--- config.mk ---
export PLATFORM = sky130hd
export DESIGN_NAME = shsq_divider
export DESIGN_NICKNAME = d
export VERILOG_FILES = /design/src/rtl/shsq_pkg.sv /design/src/rtl/shsq_divider.sv
export SDC_FILE = /design/constraint.sdc
export NUM_CORES = 1
export LEC_CHECK = 0
export ABC_AREA = 1
export BUFFER_PORTS_ARGS = -buffer_cell sky130_fd_sc_hd__buf_2
export CAP_MARGIN = 20
export CORE_MARGIN = 10
export CORE_UTILIZATION = 41
export CTS_CLUSTER_SIZE = 16
export DETAILED_ROUTE_END_ITERATION = 6
export PLACE_DENSITY = 0.62
export SYNTH_ARGS = -nofsm -noshare
export SYNTH_HDL_FRONTEND = slang
export SYNTH_SLANG_ARGS = --single-unit
export TNS_END_PERCENT = 30
--- constraint.sdc ---
create_clock -name clk -period 2.6 [get_ports clk]
set_input_delay 0.78 -clock clk [delete_from_list [all_inputs] [get_ports clk]]
set_output_delay 0.78 -clock clk [all_outputs]
set_load 0.02 [all_outputs]
--- src/rtl/shsq_pkg.sv ---
// Shared types, constants and the coil pattern table of the half-step sequencer.
package shsq_pkg;

	localparam int SPR_W       = 13;
	localparam int HOLD_W      = 8;
	localparam int ANGLE_W     = 16;
	localparam int DUR_W       = 16;
	localparam int STEPS_W     = 16;
	localparam int TICK_W      = 17;
	localparam int COIL_W      = 4;
	localparam int PROD_W      = ANGLE_W + SPR_W;
	localparam int DIV_W       = DUR_W;
	localparam int DEN_W       = 16;
	localparam int CNT_W       = 5;
	localparam int CFG_W       = SPR_W;

	// 360 degrees per revolution is 45 << 3. The product is shifted down by three and then
	// multiplied by ceil(2^31 / 45), which gives the exact quotient for every 26-bit value.
	localparam int DEG_ODD     = 45;
	localparam int DEG_SHIFT   = 3;
	localparam int RCP_W       = PROD_W - DEG_SHIFT;
	localparam int RCP_SHIFT   = 31;
	localparam int QUO_W       = 2 * RCP_W - RCP_SHIFT;

	localparam logic [SPR_W-1:0]  SPR_RESET   = SPR_W'(512);
	localparam logic [HOLD_W-1:0] HOLD_RESET  = HOLD_W'(5);
	localparam logic [RCP_W-1:0]  DEG_RECIP   =
		RCP_W'(((64'd1 << RCP_SHIFT) + 64'(DEG_ODD - 1)) / 64'(DEG_ODD));
	localparam logic [CNT_W-1:0]  DIV2_ITERS  = CNT_W'(DUR_W);
	localparam logic [2:0]        LAST_PHASE  = 3'd7;

	typedef enum logic {
		REQ_TICK  = 1'b0,
		REQ_START = 1'b1
	} req_t;

	typedef enum logic {
		CFG_STEPS_PER_REV = 1'b0,
		CFG_PHASE_HOLD    = 1'b1
	} cfg_idx_t;

	typedef enum logic [1:0] {
		ST_TICK  = 2'd0,
		ST_START = 2'd1,
		ST_BUSY  = 2'd2,
		ST_ZERO  = 2'd3
	} status_t;

	typedef enum logic [3:0] {
		S_IDLE,
		S_DECODE,
		S_MUL,
		S_RECIP,
		S_SAT,
		S_DIV2_GO,
		S_DIV2_WAIT,
		S_REPLY
	} state_t;

	typedef struct packed {
		logic               start;
		logic [DIV_W-1:0]   num;
		logic [DEN_W-1:0]   den;
		logic [CNT_W-1:0]   iters;
	} div_req_t;

	typedef struct packed {
		logic active;
		logic done;
	} div_stat_t;

	typedef struct packed {
		logic               tick;
		logic               start;
		logic [STEPS_W-1:0] steps;
		logic [DUR_W-1:0]   pause;
		logic               dir;
	} motion_cmd_t;

	typedef struct packed {
		logic [COIL_W-1:0] coils;
		logic              running;
	} motion_stat_t;

	// Clockwise half-step order; anticlockwise walks the same list backwards.
	function automatic logic [COIL_W-1:0] pattern_for(input logic dir, input logic [2:0] idx);
		logic [2:0] i;
		logic [COIL_W-1:0] p;
		i = dir ? (3'd7 - idx) : idx;
		case (i)
			3'd0: p = 4'b1000;
			3'd1: p = 4'b1100;
			3'd2: p = 4'b0100;
			3'd3: p = 4'b0110;
			3'd4: p = 4'b0010;
			3'd5: p = 4'b0011;
			3'd6: p = 4'b0001;
			default: p = 4'b1001;
		endcase
		return p;
	endfunction

endpackage

--- src/rtl/shsq_divider.sv ---
// Restoring serial divider, one quotient bit per cycle.
module shsq_divider import shsq_pkg::*; (
	input  logic             clk,
	input  logic             arst_n,
	input  div_req_t         req,
	output div_stat_t        stat,
	output logic [DIV_W-1:0] quot
);

	logic [DIV_W-1:0] work_q;
	logic [DEN_W:0]   rem_q;
	logic [DEN_W-1:0] den_q;
	logic [CNT_W-1:0] cnt_q;
	logic             active_q;
	logic             done_q;

	logic [DEN_W:0]   shifted;
	logic [DEN_W+1:0] diff;
	logic             ge;

	assign shifted = {rem_q[DEN_W-1:0], work_q[DIV_W-1]};
	assign diff    = {1'b0, shifted} - {2'b00, den_q};
	assign ge      = !diff[DEN_W+1];

	always_ff @(posedge clk or negedge arst_n) begin
		if (!arst_n) begin
			active_q <= 1'b0;
			done_q   <= 1'b0;
			cnt_q    <= '0;
		end else if (req.start) begin
			active_q <= 1'b1;
			done_q   <= 1'b0;
			cnt_q    <= req.iters;
		end else if (active_q) begin
			cnt_q <= cnt_q - CNT_W'(1);
			if (cnt_q == CNT_W'(1)) begin
				active_q <= 1'b0;
				done_q   <= 1'b1;
			end
		end else begin
			done_q <= 1'b0;
		end
	end

	always_ff @(posedge clk) begin
		if (req.start) begin
			work_q <= req.num;
			rem_q  <= '0;
			den_q  <= req.den;
		end else if (active_q) begin
			work_q <= {work_q[DIV_W-2:0], ge};
			rem_q  <= ge ? diff[DEN_W:0] : shifted;
		end
	end

	assign stat.active = active_q;
	assign stat.done   = done_q;
	assign quot        = work_q;

	a_cnt_live: assert property (@(posedge clk) disable iff (!arst_n)
		active_q |-> cnt_q != '0) else $error("divider active with zero count");
	a_done_pulse: assert property (@(posedge clk) disable iff (!arst_n)
		done_q |=> !done_q || $past(req.start, 1) == 1'b0 && !done_q)
		else $error("divider done held");
	a_done_idle: assert property (@(posedge clk) disable iff (!arst_n)
		done_q |-> !active_q) else $error("divider done while active");

endmodule

Word-level counts from Yosys, hierarchy flattened

Cells that the tools add are included.
Widths: inputs -> output; s select.

Reductions and logical operators: 2
Equal/unequal tests: 2
Mux-type cells: 11
Add/sub/neg operators: 2

Operators by type and width:

| cell                | number |
|---|---|
| $mux 16             | 3 |
| $sub 17x16->18      | 1 |
| $mux 5              | 2 |
| $mux 1              | 6 |
| $eq 5x1->1 const B  | 1 |
| $sub 5x1->5 const B | 1 |
| $ne 3x2->1 const B  | 1 |
| $reduce_bool 2->1   | 1 |
| $logic_not 1->1     | 1 |

Output and inout bits: 18
Bits in registers: 55

Longest topological paths before layout

Depth after elaboration: 4
Depth in mapped cells: 14
Mapped depth without buffers: 14

Worst setup path before layout

OpenSTA, ideal clock, no wires.

Path kind: register -> register
Start point: reg work_q[15] (netlist: quot[15])
End point: reg rem_q[8]
Setup time: 113 ps
Data arrival time: 1882 ps
Setup slack: 605 ps
Clock period less this slack: 1995 ps
Stages on the path, launching flop included: 12
Path buffers: 0
Cell sequence: edfxtp_1 > inv_1 > ha_1 > inv_1 > fa_1 > nand3_1 > nand3_1 > a21oi_1 > xor2_1 > nand2_1 > nand3_1 > nand2_1

Cells in the longest elaborated chain, start to end: 2

Ends and longest elaborated chain:

| item                   | line               | text |
|---|---|---|
| from (decl)            | shsq_divider.sv:10 | `logic [DIV_W-1:0] work_q;` |
| from (signal assigned) | shsq_divider.sv:47 | `work_q <= req.num;` |
| from (signal assigned) | shsq_divider.sv:51 | `work_q <= {work_q[DIV_W-2:0], ge};` |
| $sub 17x16->18         | shsq_divider.sv:22 | `assign diff = {1'b0, shifted} - {2'b00, den_q};` |
| $mux 16                | shsq_divider.sv:52 | `rem_q <= ge ? diff[DEN_W:0] : shifted;` |
| to (signal assigned)   | shsq_divider.sv:52 |  |
| to (decl)              | shsq_divider.sv:11 | `logic [DEN_W:0] rem_q;` |

No other way between the ends.
A chain may end at the register's enable or synchronous reset.

Worst setup path in the final report

Start point: reg den_q[10]
End point: reg rem_q[4]

Cells in the longest elaborated chain, start to end: 2

Ends and longest elaborated chain:

| item                   | line               | text |
|---|---|---|
| from (decl)            | shsq_divider.sv:12 | `logic [DEN_W-1:0] den_q;` |
| from (signal assigned) | shsq_divider.sv:49 | `den_q <= req.den;` |
| $sub 17x16->18         | shsq_divider.sv:22 |  |
| $mux 16                | shsq_divider.sv:52 |  |

No other way between the ends.

==> impl_metrics.py <==
metrics = {
    "cells_and_area": {
        "nFillCells": 801,
        "area_growth_pct": 14.46,
        "regArea_mm2": 0.001456,
        "layout_common_cells": "nand2_1, inv_1, buf_2, nand3_1, edfxtp_1",
        "final_common_cell": "nand2_1",
        "design_area_mm2": 0.003891,
        "fin_nets": 563,
        "diodes": 0,
        "multi_input_area_mm2": 0.001605,
        "drive_gt1_share_pct": 17.03,
    },
    "clocking": {
        "cts_setup_buffers": 0,
        "ctsHtreeMaxLevel": 2,
        "clockRootBuffer": "clkbuf_8",
        "cts.sinks": 55,
        "clk_latency_ns": 0.31,
        "cts_resized": 0,
        "cts_buffer_depth": 2,
        "cts_tree": "yes",
        "cts_made_buffers": 5,
        "postCtsHoldBufs": 0,
        "clk_pin_slew_ns": 0.11,
    },
    "synthesis": {
        "synth_top_area_share_pct": 28.27,
        "synth-compound-area-share_pct": 4.527,
        "synth-simple-area-share_pct": 32.90,
        "ys_ff_latch": 55,
        "syn_nets": 503,
        "yosysSeqAreaShare_pct": 42.84,
        "ys.flop_type": "edfxtp_1",
        "synthXorXnorAreaFrac_pct": 2.576,
        "syn_area_mm2": 0.003400,
        "synth-async-reset-ratio_pct": 12.73,
        "synthMuxAreaShare_pct": 0,
        "synth_edf_count": 32,
        "avgSynthCellArea_um2": 7.657,
        "synthAdderAreaFrac_pct": 7.214,
        "synth_top_family_by_area": "simple AND/OR/NAND/NOR gates",
        "synth_area_leaders": "edfxtp_1, nand2_1, dfxtp_1",
        "yosysWarnings": 0,
        "synth_cell_type_count": 38,
        "yosys.area.top_type": "edfxtp_1",
        "netlist_instances": 444,
    },
    "global_routing": {
        "antenna_found_initial": 0,
        "grt_util_all_layers_pct": 13.07,
        "grt_remaining_overflow": 0,
        "grt_pass1_wl_um": 13900,
        "grt_max_degree": 22,
        "grt_pass1_vias": 3035,
    },
    "detailed_routing": {
        "ant_nets": 0,
        "via_per_inst": 4.838,
        "drt_wl_total_um": 8029,
        "drc_errors": 0,
        "vias": 2951,
        "wl_per_cell_um": 13.16,
        "drtIter0Drc": 152,
        "firstDrtPassIters": 4,
    },
    "floorplan": {
        "die_area_mm2": 0.01233,
        "core_mm2": 0.008134,
        "rows": 33,
        "start_util_pct": 41.79,
        "die_h_um": 111.1,
        "die_w_um": 111.1,
        "num_io_pins": 58,
    },
    "power": {
        "switching_power_mw": 1.373,
        "internal-power_mw": 1.876,
        "seq_power_share_pct": 37.1,
        "power_frac_comb_pct": 47.5,
        "p_leak_nw": 2.069,
        "powerDensity_mw_per_mm2": 834.8,
        "irDropWorstVdd_uv": 364.7,
        "p_sw_share_pct": 42.27,
        "clkPwrFrac_pct": 15.4,
    },
    "timing": {
        "fin_setup_tns_ns": 0,
        "fmax_mhz": 464.3,
        "max-slew-margin-rel_pct": 60.06,
        "setup_viol": 0,
        "min_period_ns": 2.154,
        "rsz0062_at_grt": "false",
        "hold_viol": 0,
        "clock_skew_ns": 0.005720,
        "fin_crit_sh_pct": 82.84,
        "slew_viol_final": 0,
        "worstMarginPinSlew_ns": 0.5954,
    },
    "critical_path": {
        "crit_path_end_kind": "register",
        "cp.required_ns": 2.80,
        "worstPathMaxFanout": 12,
        "startpoint_type": "register",
        "worstSetupPathType": "reg -> reg",
        "crit_arrival_ns": 2.35,
    },
    "placement": {
        "place_area_mm2": 0.003799,
        "hpwlAfterDp_um": 6173,
        "gp_congestion": 0.8847,
        "io_buffers": 57,
    },
    "outcome": {
        "status": "finished clean",
    },
    "hold_path": {
        "min_path_type": "in -> async",
    },
    "run": {
        "max_cap_viol_count": 0,
    },
}
==> synthesized netlist by cell type, drive strengths merged (2+ instances only) <==
master  number
buf          7
nor2        15
o21ai        8
dfxtp       16
inv         69
nand3       46
nor3         3
edfxtp      32
nand3b       6
o211ai       3
dfrtp        7
clkbuf       3
and2         2
xnor2        6
nand2      175
a21oi       13
ha          18
xor2         4
nand4        5
==> metrics by stage <==
stage | total power [mW] | util [%] | hold slack (ns) | setup WS, ns | cells
2_1_floorplan | 2.425 | - | 0.4436 | 0.6054 | 444
3_3_place_gp | 2.745 | 46.70 | 0.4583 | 0.4444 | 602
3_5_place_dp | 2.762 | 46.70 | 0.4572 | 0.4147 | 602
4_1_cts | 3.271 | 47.84 | 0.2807 | 0.4222 | 610
5_1_grt | 3.566 | 47.84 | 0.2806 | 0.2471 | 610
6_report | 3.249 | 47.84 | 0.2800 | 0.4463 | 610
==> logic make-up after synthesis <==
kind of cell | after synthesis
DFF | 55
AOI/OAI and AO/OA | 26
and+or+nand+nor | 254
buffers and inverters | 80
adders and majority gates | 19
xor gates and xnor gates | 10
==> power groups by stage <==
stage	clock network, mW	logic, mW	registers [mW]
after floorplan	0	1.17	1.25
after global placement	0	1.52	1.22
after detailed placement	0	1.54	1.22
after CTS	0.518	1.55	1.21
after global routing	0.551	1.79	1.23
final	0.500	1.54	1.20
==> layer usage <==
metal  wire length [µm]  vias to the layer above  global-route usage [%]
li1                   -                     1525                       -
met1               3849                     1337                   17.31
met2               3527                       78                   20.75
met3                471                       11                   3.139
met4                180                        0                   3.428
met5                  0                        -                       0
==> worst paths after layout <==
kind / startpoint / to / slack, ns / cells past startpoint
worst max-delay path: den_q[10]$_DFFE_PP_ / rem_q[4]$_SDFFE_PP0P_ / 0.45 / 11
min in group clk: rem_q[8]$_SDFFE_PP0P_ / rem_q[8]$_SDFFE_PP0P_ / 0.47 / 2
worst min register to register: rem_q[8]$_SDFFE_PP0P_ / rem_q[8]$_SDFFE_PP0P_ / 0.47 / 2
worst min-delay path: arst_n / cnt_q[0]$_DFFE_PN0P_ / 0.28 / 1
max in group asynchronous: arst_n / cnt_q[4]$_DFFE_PN0P_ / 2.16 / 1
worst max register to register: den_q[10]$_DFFE_PP_ / rem_q[4]$_SDFFE_PP0P_ / 0.45 / 11
==> cell type report <==
class | instances | area share [%]
Inverter | 70 | 6.752
Multi-Input combinational cell | 309 | 41.25
Clock buffer | 5 | 1.768
Tap cell | 105 | 3.376
Timing Repair Buffer | 63 | 8.810
Sequential cell | 55 | 37.43
Clock inverter | 3 | 0.6109
==> critical path: stages, from the launching register on <==
cell	delay, ns
edfxtp_1	0.37
inv_1	0.07
ha_1	0.27
nand2_1	0.12
nand2_1	0.08
nand2_1	0.07
nand3_2	0.10
a21oi_4	0.41
buf_4	0.25
nand3_1	0.11
nand3_1	0.10
o21ai_0	0.10
==> sequential cells by signal, summed over array words and instances (netlist names) <==
| signal | cells |
|---|---|
| done_q | 1 |
| cnt_q | 5 |
| active_q | 1 |
| den_q | 16 |
| rem_q | 16 |
| quot | 16 |
Power figures use the tool's default switching activity.
