[src/rtl/shsq_pkg.sv]
// Shared types, constants and the coil pattern table of the half-step sequencer.
package shsq_pkg;

	localparam int SPR_W       = 13;
	localparam int HOLD_W      = 8;
	localparam int ANGLE_W     = 16;
	localparam int DUR_W       = 16;
	localparam int STEPS_W     = 16;
	localparam int TICK_W      = 17;
	localparam int COIL_W      = 4;
	localparam int PROD_W      = ANGLE_W + SPR_W;
	localparam int DIV_W       = DUR_W;
	localparam int DEN_W       = 16;
	localparam int CNT_W       = 5;
	localparam int CFG_W       = SPR_W;

	// 360 degrees per revolution is 45 << 3. The product is shifted down by three and then
	// multiplied by ceil(2^31 / 45), which gives the exact quotient for every 26-bit value.
	localparam int DEG_ODD     = 45;
	localparam int DEG_SHIFT   = 3;
	localparam int RCP_W       = PROD_W - DEG_SHIFT;
	localparam int RCP_SHIFT   = 31;
	localparam int QUO_W       = 2 * RCP_W - RCP_SHIFT;

	localparam logic [SPR_W-1:0]  SPR_RESET   = SPR_W'(512);
	localparam logic [HOLD_W-1:0] HOLD_RESET  = HOLD_W'(5);
	localparam logic [RCP_W-1:0]  DEG_RECIP   =
		RCP_W'(((64'd1 << RCP_SHIFT) + 64'(DEG_ODD - 1)) / 64'(DEG_ODD));
	localparam logic [CNT_W-1:0]  DIV2_ITERS  = CNT_W'(DUR_W);
	localparam logic [2:0]        LAST_PHASE  = 3'd7;

	typedef enum logic {
		REQ_TICK  = 1'b0,
		REQ_START = 1'b1
	} req_t;

	typedef enum logic {
		CFG_STEPS_PER_REV = 1'b0,
		CFG_PHASE_HOLD    = 1'b1
	} cfg_idx_t;

	typedef enum logic [1:0] {
		ST_TICK  = 2'd0,
		ST_START = 2'd1,
		ST_BUSY  = 2'd2,
		ST_ZERO  = 2'd3
	} status_t;

	typedef enum logic [3:0] {
		S_IDLE,
		S_DECODE,
		S_MUL,
		S_RECIP,
		S_SAT,
		S_DIV2_GO,
		S_DIV2_WAIT,
		S_REPLY
	} state_t;

	typedef struct packed {
		logic               start;
		logic [DIV_W-1:0]   num;
		logic [DEN_W-1:0]   den;
		logic [CNT_W-1:0]   iters;
	} div_req_t;

	typedef struct packed {
		logic active;
		logic done;
	} div_stat_t;

	typedef struct packed {
		logic               tick;
		logic               start;
		logic [STEPS_W-1:0] steps;
		logic [DUR_W-1:0]   pause;
		logic               dir;
	} motion_cmd_t;

	typedef struct packed {
		logic [COIL_W-1:0] coils;
		logic              running;
	} motion_stat_t;

	// Clockwise half-step order; anticlockwise walks the same list backwards.
	function automatic logic [COIL_W-1:0] pattern_for(input logic dir, input logic [2:0] idx);
		logic [2:0] i;
		logic [COIL_W-1:0] p;
		i = dir ? (3'd7 - idx) : idx;
		case (i)
			3'd0: p = 4'b1000;
			3'd1: p = 4'b1100;
			3'd2: p = 4'b0100;
			3'd3: p = 4'b0110;
			3'd4: p = 4'b0010;
			3'd5: p = 4'b0011;
			3'd6: p = 4'b0001;
			default: p = 4'b1001;
		endcase
		return p;
	endfunction

endpackage

[src/rtl/shsq_motion.sv]
// Step, phase and hold-time state of the coil drive.
module shsq_motion import shsq_pkg::*; (
	input  logic              clk,
	input  logic              arst_n,
	input  logic [HOLD_W-1:0] phase_hold,
	input  motion_cmd_t       cmd,
	output motion_stat_t      stat
);

	logic [STEPS_W-1:0] steps_left_q;
	logic [2:0]         phase_q;
	logic [TICK_W-1:0]  tick_count_q;
	logic [DUR_W-1:0]   step_pause_q;
	logic               turn_dir_q;
	logic               running_q;
	logic [COIL_W-1:0]  coils_q;

	logic [TICK_W-1:0]  hold;
	logic [TICK_W-1:0]  tick_inc;
	logic [STEPS_W-1:0] steps_dec;
	logic               is_last;

	assign is_last   = (phase_q == LAST_PHASE);
	assign hold      = TICK_W'(phase_hold) + (is_last ? TICK_W'(step_pause_q) : '0);
	assign tick_inc  = tick_count_q + TICK_W'(1);
	assign steps_dec = steps_left_q - STEPS_W'(1);

	always_ff @(posedge clk or negedge arst_n) begin
		if (!arst_n) begin
			steps_left_q <= '0;
			phase_q      <= '0;
			tick_count_q <= '0;
			step_pause_q <= '0;
			turn_dir_q   <= 1'b0;
			running_q    <= 1'b0;
			coils_q      <= '0;
		end else if (cmd.start) begin
			steps_left_q <= cmd.steps;
			step_pause_q <= cmd.pause;
			turn_dir_q   <= cmd.dir;
			phase_q      <= '0;
			tick_count_q <= '0;
			running_q    <= 1'b1;
			coils_q      <= pattern_for(cmd.dir, 3'd0);
		end else if (cmd.tick && running_q) begin
			if (tick_inc >= hold) begin
				tick_count_q <= '0;
				if (is_last) begin
					steps_left_q <= steps_dec;
					if (steps_dec == '0) begin
						running_q <= 1'b0;
					end else begin
						phase_q <= '0;
						coils_q <= pattern_for(turn_dir_q, 3'd0);
					end
				end else begin
					phase_q <= phase_q + 3'd1;
					coils_q <= pattern_for(turn_dir_q, phase_q + 3'd1);
				end
			end else begin
				tick_count_q <= tick_inc;
			end
		end
	end

	assign stat.coils   = coils_q;
	assign stat.running = running_q;

endmodule

[config.mk]
export PLATFORM = sky130hd
export DESIGN_NAME = shsq_motion
export DESIGN_NICKNAME = d
export VERILOG_FILES = /design/src/rtl/shsq_pkg.sv /design/src/rtl/shsq_motion.sv
export SDC_FILE = /design/constraint.sdc
export NUM_CORES = 1
export LEC_CHECK = 0
export ABC_AREA = 1
export BUFFER_PORTS_ARGS = -buffer_cell sky130_fd_sc_hd__buf_2
export CORE_MARGIN = 1
export CORE_UTILIZATION = 60
export CTS_CLUSTER_DIAMETER = 120
export DETAILED_ROUTE_END_ITERATION = 8
export PLACE_DENSITY = 0.82
export REMOVE_ABC_BUFFERS = 1
export SLEW_MARGIN = 20
export SYNTH_ARGS = -nofsm -noshare
export SYNTH_HDL_FRONTEND = slang
export SYNTH_SLANG_ARGS = --single-unit
[constraint.sdc]
create_clock -name clk -period 6 [get_ports clk]
set_input_delay 1.2 -clock clk [delete_from_list [all_inputs] [get_ports clk]]
set_output_delay 1.2 -clock clk [all_outputs]
set_load 0.01 [all_outputs]
==> Word level (Yosys, flattened, before mapping) <==
Cells that the tools add are included.
{ "word_totals": {"reg_bits": 58, "in_bits": 45, "out_inout_bits": 5} }
{ "classes": {"n_addsub": 5, "order_cmp": 1, "n_eq_ne": 20, "n_mux": 29, "reduce_logical": 12} }
{ "op_table": {"columns": ["operator", "n"], "rows": [
  ["$pmux 4 s7", 3],
  ["$mux 16", 5],
  ["$mux 17", 3],
  ["$eq 3x3->1 const B", 10],
  ["$mux 3", 8],
  ["$mux 4", 5],
  ["$eq 3x2->1 const B", 6],
  ["$add 17x1->17 const B", 1],
  ["$add 8x16->17", 1],
  ["$ge 17x17->1", 1],
  ["$logic_not 16->1", 1],
  ["$sub 16x1->16 const B", 1],
  ["$eq 3x1->1 const B", 3],
  ["$logic_not 3->1", 3],
  ["$reduce_bool 2->1", 4],
  ["$reduce_and 3->1", 2],
  ["$mux 1", 5],
  ["$reduce_and 4->1", 1],
  ["$add 3x1->3 const B", 1],
  ["$ne 3x3->1 const B", 1],
  ["$sub 3x3->3 const A", 1],
  ["$logic_and 1x1->1", 1]
]} }

==> Depth between registers and ports, before layout <==
{ "logic_depth": {"depth_word": 9, "ltp_mapped": 30, "depth_no_buf": 27} }

==> Worst setup path before layout <==
No wires, ideal clock.
{ "synth_timing": {"path_kind": "in2reg", "startpoint": "input phase_hold[0]", "endpoint": "register steps_left_q[10]", "setup_time_ns": 0.124, "t_arrival_ns": 3.773, "required_ns": 5.876, "setup_slack_ns": 2.103, "path_stages": 21, "cell_sequence": "ha_1 > fa_1 > a21oi_1 > o21ai_1 > nand2_1 > o211ai_1 > nand3_1 > nor2_1 > xor2_1 > ha_1 > nand2_1 > inv_1 > o21ai_0 > nand2_1 > a21oi_1 > nand2_1 > nand2_1 > nand2_1 > nand2_1 > buf_2 > a21oi_1"} }
{ "synth_via": {"elab_chain_cells": 4} }
{ "synth_lines": {"columns": ["item", "line", "source"], "rows": [
  ["start: declaration", "shsq_motion.sv:5", "input logic [HOLD_W-1:0] phase_hold,"],
  ["$add 8x16->17", "shsq_motion.sv:24", "assign hold = TICK_W'(phase_hold) + (is_last ? TICK_W'(step_pause_q) : '0);"],
  ["$ge 17x17->1", "shsq_motion.sv:46", "if (tick_inc >= hold) begin"],
  ["$reduce_bool 2->1 (no source line)", null, null],
  ["$reduce_and 3->1 (no source line)", null, null],
  ["end signal: assignment", "shsq_motion.sv:38", "steps_left_q <= cmd.steps;"],
  ["end signal: assignment", "shsq_motion.sv:49", "steps_left_q <= steps_dec;"],
  ["end: declaration", "shsq_motion.sv:10", "logic [STEPS_W-1:0] steps_left_q;"]
]} }
Every way passes these cells.
A chain may end at the register's enable or synchronous reset.

==> Worst setup path after layout <==
{ "layout_timing": {"startpoint": "register phase_q[0]", "endpoint": "register running_q"} }
{ "layout_via": {"elab_chain_cells": 6} }
{ "layout_lines": {"columns": ["item", "line", "source"], "rows": [
  ["start: declaration", "shsq_motion.sv:11", "logic [2:0] phase_q;"],
  ["start signal: assignment", "shsq_motion.sv:57", "phase_q <= phase_q + 3'd1;"],
  ["$eq 3x3->1 (*)", "shsq_motion.sv:23", "assign is_last = (phase_q == LAST_PHASE);"],
  ["$mux 16", "shsq_motion.sv:24", null],
  ["$add 8x16->17", "shsq_motion.sv:24", null],
  ["$ge 17x17->1", "shsq_motion.sv:46", null],
  ["$reduce_bool 2->1 (no source line)", null, null],
  ["$reduce_and 4->1 (no source line) (*)", null, null],
  ["end signal: assignment", "shsq_motion.sv:35", "running_q <= 1'b0;"],
  ["end signal: assignment", "shsq_motion.sv:43", "running_q <= 1'b1;"],
  ["end signal: assignment", "shsq_motion.sv:51", "running_q <= 1'b0;"],
  ["end: declaration", "shsq_motion.sv:15", "logic running_q;"]
]} }
Every way passes the cells marked *; elsewhere a longest branch is shown, timed or not.

==> metrics.md <==
| Metric | Value |
|---|---|
| Outcome | `complete, no violations` |
| Netlist cell types | `36` |
| Die width | `just under 90 um` |
| Worst-path maximum fanout | `33` |
| Vias in the first global route | `between 3000 and 4000` |
| Final Cycle Share | `79.1%` |
| Pin slew with the least headroom to its limit | `around 1 ns` |
| TritonRoute pass-1 iters | `5` |
| Post-synth EDFFs | `0` |
| CTS Buffer Depth | `2` |
| Initial antenna violation count | `0` |
| Hold violation total from the final report | `0` |
| LEAKAGE | `about 2.6 nW` |
| Inst Count DP | `760` |
| Total Routing Usage GR | `28.5%` |
| Req. time, crit path | `approximately 6.3 ns` |
| Pin count of the biggest net entering global routing | `slightly below 60` |
| Final nets | `around 750` |
| Fin Clk Skew | `roughly 0.013 ns` |
| Largest cells by area after synthesis | `dfrtp_1, nand2_1, ha_1` |
| Initial DRC count | `~230` |
| Share of layout cells above drive strength 1 | `approximately 15%` |
| Peak VDD IR | `0.194 mV` |
| Post-synth top area share | `~33%` |
| Gate Count Post-Synth | `628` |
| Setup CP Type | `reg -> reg` |
| Hold-fix buffers at CTS | `0` |
| H-tree depth | `3` |
| Crit end category | `register` |
| Core Area | `6940 um^2` |
| Resized cells post-CTS | `0` |
| Postcts setup bufs | `0` |
| Die Y | `between 80 and 90 um` |
| Initial core utilization | `approximately 64%` |
| Synth Area per Inst | `7.04 um^2` |
| Post-synth top flop | `dfrtp_1` |
| Max transition margin | `between 30% and 40%` |
| Pre-CTS setup slack | `1.12 ns` |
| Fmax | `roughly 0.21 GHz` |
| Multi-input gate area | `2570 um^2` |
| Ant. Diodes | `0` |
| Row cnt | `30` |
| RSZ-0062 raised after global routing | `no` |
| Post-route setup slack | `between 1 and 1.5 ns` |
| FF/Latch Area | `around 1500 um^2` |
| Die area | `7710 um^2` |
| DRC errors left | `0` |
| First-pass GRT wire length | `17.2 mm` |
| Area Growth Syn to Fin | `11.8%` |
| Placer Congestion | `between 0.8 and 0.9` |
| CTS clk-pin slew, worst paths | `approximately 0.070 ns` |
| Wirelength, routed | `around 10 mm` |
| Post-synth top cells | `nand2_1, inv_1, nor2_1` |
| Top-count cell post-synth | `nand2_1` |
| Drt wl/cell | `roughly 13 um` |
| Mapped Area | `about 4400 um^2` |
| Yosys warning total | `0` |
| Startpoint types | `register` |
| Gr ovfl total | `0` |
| Final Max Slew Viols | `0` |
| Vias per inst | `approximately 5.3` |
| Vias | `approximately 4100` |
| Hold WC Path Type | `reg -> reg` |
| Max-cap viol count | `0` |
| Later-pin clock latency in the skew report | `about 0.35 ns` |
| ANT nets after route | `0` |
| Setup TNS | `0 ns` |
| Post-route minimum period | `between 4 and 5 ns` |
| HPWL Detailed | `between 7 and 8 mm` |
| FILL cells | `roughly 560` |
| Root Buffer | `clkbuf_8` |
| I/O pins | `50` |
| WP data arrival | `around 5.0 ns` |
| #FFs+latches synth | `58` |
| Seq/Total Area, Yosys | `32.9%` |
| PwrDens | `roughly 260 nW/um^2` |
| Port bufs | `between 40 and 50` |
| Post-synth ARST share | `between 90% and 100%` |
| Final cell count without fillers | `just under 800` |
| Clk sink count | `58` |
| Final setup vio count | `0` |
| Area leader, netlist | `dfrtp_1` |
| Cts bufs inserted | `9` |
| CTS tree | `built` |
## registers in the layout, summed over array words and instances, names as in the netlist
name / count
running_q: 1
coils_q: 4
tick_count_q: 17
turn_dir_q: 1
phase_q: 3
steps_left_q: 16
step_pause_q: 16
## cells by family after synthesis
family                   count (synthesis)  synth area share, %
AO/OA/AOI/OAI                           78                 9.63
XOR/XNOR                                27                 5.52
adder cells (fa/ha/maj)                 31                 8.95
buffers and inverters                   98                 8.95
flip-flops                              58                 32.9
AND/OR/NAND/NOR                        336                 34.1
## layout by cell type, fill, tap and decap left out, types with 2 or more instances in the layout
cell       instances
o21ai_0           27
nand3_2            3
nor3_1             9
xor2_1            19
nor2_1            59
xnor2_1            7
bufinv_16          2
inv_2              4
nand4_1            9
buf_2             49
nand2_4            2
a31oi_1            3
nor2_2            12
clkbuf_8          11
nand3_1           29
clkbuf_1           2
ha_1              30
buf_4              3
nor3_2             3
o22ai_1           10
nand2_2            6
inv_1             78
dfrtp_1           58
nor2_4             5
o211ai_1           2
a21oi_1           33
nand2_1          194
## through the flow
step	utilization, %	area (um^2)	hold WS, ns	total power [mW]
4_1_cts	71.1	4940	0.471	1.28
5_1_grt	71.1	4940	0.497	1.37
3_5_place_dp	67.9	4720	0.455	0.869
2_1_floorplan	-	4330	0.442	0.761
3_3_place_gp	67.9	4720	0.449	0.848
6_report	71.1	4940	0.463	1.28
## metal layers
metal | vias to the layer above | wire, um | share of wire [%] | global-route usage (%)
met4 | 0 | 190 | 1.9 | 11.8
met2 | 115 | 4730 | 47 | 46.9
met1 | 1876 | 4680 | 47 | 36.9
li1 | 2093 | - | - | -
met5 | - | 0 | 0 | 0
met3 | 18 | 387 | 3.9 | 5.56
## report_power, final
group          internal (mW)  total (mW)  leakage [nW]  switching, mW
Clock                  0.255       0.414         0.110          0.159
Sequential             0.455       0.514         0.712         0.0598
Combinational          0.130       0.353          1.82          0.223
## path summary, 6_finish.rpt
path                             from              end  slack, ns  cells past startpoint
min                        coils_q[0]       coils_q[0]       0.46                      2
min reg2reg                coils_q[0]       coils_q[0]       0.46                      2
min in group asynchronous      arst_n  tick_count_q[2]       0.98                      2
max in group asynchronous      arst_n  tick_count_q[6]       4.49                      2
max                        phase_q[0]        running_q       1.26                     26
max reg2reg                phase_q[0]        running_q       1.26                     26
## worst max-delay path: stages (launching register included)
cell      delay, ns
dfrtp_1        0.43
ha_1           0.24
ha_1           0.18
buf_4          0.19
nand2_1        0.08
inv_1          0.04
ha_1           0.19
fa_1           0.41
a21oi_1        0.14
o21ai_1        0.11
nand2_1        0.08
o211ai_1       0.11
nand3_1        0.16
nor2_1         0.07
xor2_1         0.15
ha_1           0.31
nand2_1        0.11
inv_1          0.07
o21ai_0        0.07
nand2_1        0.07
a21oi_1        0.12
nand2_1        0.07
nand2_1        0.13
nand2_1        0.07
nand2_1        0.75
o21ai_0        0.22
nand2_1        0.10
## final cells by class
cell class / instances / area share (%)
clock buffers: 13 / 3.22
repair buffers: 52 / 5.42
inverters: 82 / 6.23
multi-input cells: 472 / 52.1
well taps: 96 / 2.43
flip-flops and latches: 58 / 29.4
clock inverters: 2 / 1.22
Power figures use the tool's default switching activity.
